**src/hw/rtl/lpbl_pkg.sv**
```systemverilog
`default_nettype none
package lpbl_pkg;

	localparam int MAX_PARTITIONS = 256;
	localparam int MAX_LATTICE_SIDE = 16;
	localparam int BOUND_WORDS = 8;

	localparam logic [1:0] MODE_WRITE = 2'd0;
	localparam logic [1:0] MODE_GLOBAL = 2'd1;
	localparam logic [1:0] MODE_NEIGHBOR = 2'd2;

	localparam logic [2:0] CFG_SIZE_I = 3'd0;
	localparam logic [2:0] CFG_SIZE_J = 3'd1;
	localparam logic [2:0] CFG_SIZE_K = 3'd2;
	localparam logic [2:0] CFG_SIZE_T = 3'd3;
	localparam logic [2:0] CFG_COUNT = 3'd4;

	typedef struct packed {
		logic [1:0]         mode;
		logic [7:0]         entry_rank;
		logic [2:0]         bound_select;
		logic signed [15:0] bound_value;
		logic [7:0]         home_rank;
		logic signed [23:0] point_x;
		logic signed [23:0] point_y;
		logic signed [23:0] point_z;
		logic signed [23:0] point_time;
	} in_t;

	typedef struct packed {
		logic       found;
		logic [7:0] found_rank;
		logic [3:0] index_i;
		logic [3:0] index_j;
		logic [3:0] index_k;
		logic [3:0] index_t;
	} out_t;

	typedef logic [BOUND_WORDS-1:0][15:0] bounds_t;

	typedef struct packed {
		logic       act;
		logic       cand;
		logic       last;
		logic [7:0] rank;
		logic [3:0] idx_i;
		logic [3:0] idx_j;
		logic [3:0] idx_k;
		logic [3:0] idx_t;
	} tag_t;

	typedef struct packed {
		tag_t             tag;
		logic [3:0][15:0] lo;
		logic [3:0][15:0] hi;
		logic [3:0][23:0] pt;
	} slot_t;

	function automatic logic [4:0] eff_side(input logic [4:0] s);
		if (s == 5'd0) begin
			return 5'd1;
		end else if (s > 5'(MAX_LATTICE_SIDE)) begin
			return 5'(MAX_LATTICE_SIDE);
		end
		return s;
	endfunction

	function automatic logic [8:0] eff_count(input logic [8:0] c);
		if (c > 9'(MAX_PARTITIONS)) begin
			return 9'(MAX_PARTITIONS);
		end
		return c;
	endfunction

endpackage
`default_nettype wire

```
**src/hw/rtl/lpbl_axis_cell.sv**
```systemverilog
`default_nettype none
module lpbl_axis_cell (
	input  wire logic             clk,
	input  wire logic             arst_n,
	input  wire logic             flush,
	input  wire lpbl_pkg::slot_t  din,
	output lpbl_pkg::slot_t       dout
);

	logic            act_q;
	lpbl_pkg::slot_t pay_q;
	lpbl_pkg::slot_t pay_d;
	logic            pass;

	// compare head axis, then shift the next axis into place
	assign pass = ($signed({din.lo[0], 8'h00}) <= $signed(din.pt[0])) &&
		($signed(din.pt[0]) <= $signed({din.hi[0], 8'h00}));

	always_comb begin
		pay_d = din;
		pay_d.tag.cand = din.tag.cand && pass;
		pay_d.lo = {16'h0000, din.lo[3:1]};
		pay_d.hi = {16'h0000, din.hi[3:1]};
		pay_d.pt = {24'h000000, din.pt[3:1]};
	end

	always_ff @(posedge clk or negedge arst_n) begin
		if (!arst_n) begin
			act_q <= 1'b0;
		end else begin
			act_q <= din.tag.act && !flush;
		end
	end

	always_ff @(posedge clk) begin
		pay_q <= pay_d;
	end

	always_comb begin
		dout = pay_q;
		dout.tag.act = act_q;
	end

endmodule
`default_nettype wire

```
**config.mk**
```make
export PLATFORM = sky130hd
export DESIGN_NAME = lpbl_axis_cell
export DESIGN_NICKNAME = d
export VERILOG_FILES = /design/src/hw/rtl/lpbl_pkg.sv /design/src/hw/rtl/lpbl_axis_cell.sv
export SDC_FILE = /design/constraint.sdc
export NUM_CORES = 1
export LEC_CHECK = 0
export ABC_AREA = 0
export BUFFER_PORTS_ARGS = -buffer_cell sky130_fd_sc_hd__clkbuf_2
export CORE_AREA = 3 3 198 200
export DETAILED_ROUTE_END_ITERATION = 8
export DIE_AREA = 0 0 201 203
export MAX_ROUTING_LAYER = met4
export SLEW_MARGIN = 10
export SYNTH_ARGS = -nofsm -noshare
export SYNTH_HDL_FRONTEND = slang
export SYNTH_SLANG_ARGS = --single-unit
```
**constraint.sdc**
```tcl
create_clock -name clk -period 0.8 [get_ports clk]
set_input_delay 0.04 -clock clk [delete_from_list [all_inputs] [get_ports clk]]
set_output_delay 0.04 -clock clk [all_outputs]
set_load 0.1 [all_outputs]
```
# [Word-level counts from Yosys, hierarchy flattened]
# Cells that the tools add are included.
[word_totals] regBits=195 input_bits=254 out_inout_bits=251 wordCells=23
[op_classes] magnitude_cmp=2 n_reduce_logical=4
[ops] cell="$le 24x24->1" count=2
[ops] cell="$logic_and 1x1->1" count=3
[ops] cell="$logic_not 1->1" count=1

# [Depth between registers and ports, before layout]
[depth] depth_word=3 mapped_depth=8

# [Least setup slack after synthesis]
# OpenSTA, ideal clock, no wires.
[synth_path] path_type="input to register" start="input din[22] in the netlist's numbering" end="register pay_q, in the netlist dout[249]" t_arrival_ns=1.326 slack_ns=-0.644 cell_stages=8 path_cell_list="inv_1 ha_1 a21oi_1 nand2_1 a221o_1 a211oi_2 xor2_1 a2bb2oi_1"
[synth_rtl] item="from (decl)" line_no="lpbl_axis_cell.sv:6" source="input wire lpbl_pkg::slot_t din,"
[synth_rtl] item="to (signal assigned)" line_no="lpbl_axis_cell.sv:36" source="pay_q <= pay_d;"
[synth_rtl] item="to (decl)" line_no="lpbl_axis_cell.sv:11" source="lpbl_pkg::slot_t pay_q;"

==> results.ini <==
[pwr]
power_density_nw_per_um2 = 2070
comb_power_share_pct = 32.4
power.internal_mw = 18.2
switching_power_mw = 10.9
seqPwrFrac_pct = 37.1
ir_worst_vdd_mv = 1.61
p_sw_share_pct = 37.3
total_power_mw = 29.1
power_frac_clock_pct = 30.4
p_leak_nw = 6.45

[die]
ios = 505
start_util_pct = 13.9
die_area_um2 = 40800
row_count = 71
die_w_um = 201
die_y_um = 203
core_um2 = 37600

[global_route]
grt.overflow.total = 0
antenna_found_initial = 1
grt_pass1_wl_mm = 38.4
grt_pass1_vias = 5785
track_usage_pct = 13.2
grt_max_degree = 20

[route]
initialDrtViolationCount = 128
drt_pass1_iterations = 4
antenna_left = 0
wl_per_cell_um = 17.0
route.detailed.drc = 0
vias = 5197
vias_per_cell = 3.28
wl_mm = 26.9

[critical_path]
worstSetupEndpointType = flip-flop
cp.required_ns = 1.19
cp_max_fo = 2
crit_path_start_kind = primary input
path_class = primary input to flip-flop
arrival_ns = 1.58

[placed_design]
gp_congestion = 0.777
portBuffers = 448
hpwlAfterDp_mm = 20.7
place_area_um2 = 11300
place_inst = 1350

[sta]
fin_ws_ns = -0.397
fmax_mhz = 836
post-route-period-util_pct = 150
maxSlewViolCount = 0
finalSetupTns_ns = -41.74
finalSetupViolCount = 196
min_period_ns = 1.20
rsz0062_at_grt = yes
hold_viol = 0

[cells_and_area]
final_common_cell = clkbuf_2
fin_nets = 1344
drive_gt1_share_pct = 67.5
fillCellCount = 3446
area_delta_synth_final_pct = 169
final_cell_mix = clkbuf_2 (251), dlygate4sd3_1 (197), buf_12 (195)
fin_cells = 1583
design_area_um2 = 14000

[clock_network]
htreeDepth = 4
clkTransAtPathRegs_ns = 0.09
clock_sinks = 195
ctsLongestPathBuffers = 2
cts_tree = done
cts_root_buf = clkbuf_16
cts_buffers = 17

[run_status]
status = finished with violations
violations = setup timing

[logic_synthesis]
seq_area_frac_synth_pct = 74.9
synth.cell_area_um2 = 5220
synth-seq-cells = 195
synth_warnings = 0
synth_area_per_cell_um2 = 13.9
synthDistinctLibCells = 29
syn_inst = 375

[flow_run]
max_cap_violations = 0

[worst_hold_path]
hold_path_class = primary input to flip-flop

-- cells by family (layout without fill, tap and decap cells) --
| family | count (synthesis) | in the layout | synth area share, % |
|---|---|---|---|
| buffers and inverters | 88 | 729 | 10.4 |
| and+or+nand+nor | 33 | 33 | 3.69 |
| xor gates and xnor gates | 1 | 1 | 0.168 |
| AOI/OAI and AO/OA | 24 | 24 | 2.85 |
| DFF | 195 | 195 | 74.9 |
| adders and majority gates | 32 | 32 | 7.67 |
| other | 1 | 57 | 0.0719 |
| muxes | 1 | 1 | 0.192 |
-- critical path, cell delays in order --
cell	delay (ns)
clkbuf_2	0.10
buf_6	0.11
ha_4	0.25
nand4_1	0.19
a2111oi_4	0.35
nand4b_1	0.16
mux2i_1	0.20
a2bb2oi_1	0.18
-- routing by layer --
layer	global-route usage (%)	share of wire, %	vias up
met5	-	0	-
met4	7.35	4.8	0
met3	3.83	6.6	45
met2	22.8	52	294
met1	13.4	36	2396
li1	-	-	2462
-- flip-flops by register name, summed over array words and instances, names as in the netlist --
register / flops
act_q: 1
dout: 194
-- area by class of cell --
type	count	area [um2]	area share (%)
Tap cell	511	639	4.56
Sequential cell	195	4170	29.7
Clock inverter	14	169	1.20
Antenna cell	1	2.50	0.0178
Inverter	31	136	0.972
Clock buffer	18	439	3.13
Timing Repair Buffer	666	7310	52.1
Multi-Input combinational cell	147	1150	8.23
-- metrics by stage --
step                utilization, %  worst slack, ns  hold WS, ns
detailed placement            30.1            -1.01       -0.167
finish                        37.3           -0.397       0.0584
global placement              30.1           -0.936       -0.166
CTS                           37.3           -0.321       0.0252
floorplan                        -           -0.514       -0.256
global route                  37.3           -0.464       0.0910
-- synth_stat cells --
library cell,number,share of area (%)
nand3b_1,1,0.14
a2bb2oi_1,1,0.17
nand2_1,10,0.72
nor4_1,2,0.24
a21oi_1,12,1.2
or3_1,1,0.12
a221o_1,1,0.19
mux2i_1,1,0.19
conb_1,1,0.072
a211oi_2,1,0.24
nand4b_1,1,0.17
inv_1,31,2.2
o21ai_0,4,0.38
dfxtp_1,194,74
nand4_2,1,0.24
nand3_1,3,0.29
nor4_2,2,0.48
a21o_1,2,0.29
nor2_1,3,0.22
o21bai_1,1,0.14
nor2b_1,2,0.24
nand2b_1,2,0.24
dfrtp_1,1,0.48
a2111oi_0,1,0.17
buf_4,57,8.2
xor2_1,1,0.17
ha_1,32,7.7
a31oi_1,1,0.12
nand4_1,5,0.60
-- final timing paths --
path	start	end	slack, ns	cells after the start
hold / removal	din[0]	dout[249]$_DFF_P_	0.06	7
setup / recovery	din[15]	dout[249]$_DFF_P_	-0.40	8
max in group asynchronous	arst_n	act_q$_DFF_PN0_	0.20	3
min in group asynchronous	arst_n	act_q$_DFF_PN0_	0.48	3
-- power by group through the flow --
stage          logic (mW)  clock network [mW]  registers, mW
2_1_floorplan        1.73                   0           14.5
3_3_place_gp         8.48                   0           11.0
3_5_place_dp         8.53                   0           11.0
4_1_cts              9.43                9.18           10.8
5_1_grt              9.68                9.55           10.8
6_report             9.44                8.86           10.8
-- repair_timing --
action	CTS	global route
buffers inserted	3	0
endpoints found under the setup margin	196	196
endpoints found under the hold margin	195	0
hold buffers	197	0
gates resized for setup	21	2
pin swaps	10	0
Note: power is estimated with default switching activity, not from simulation.
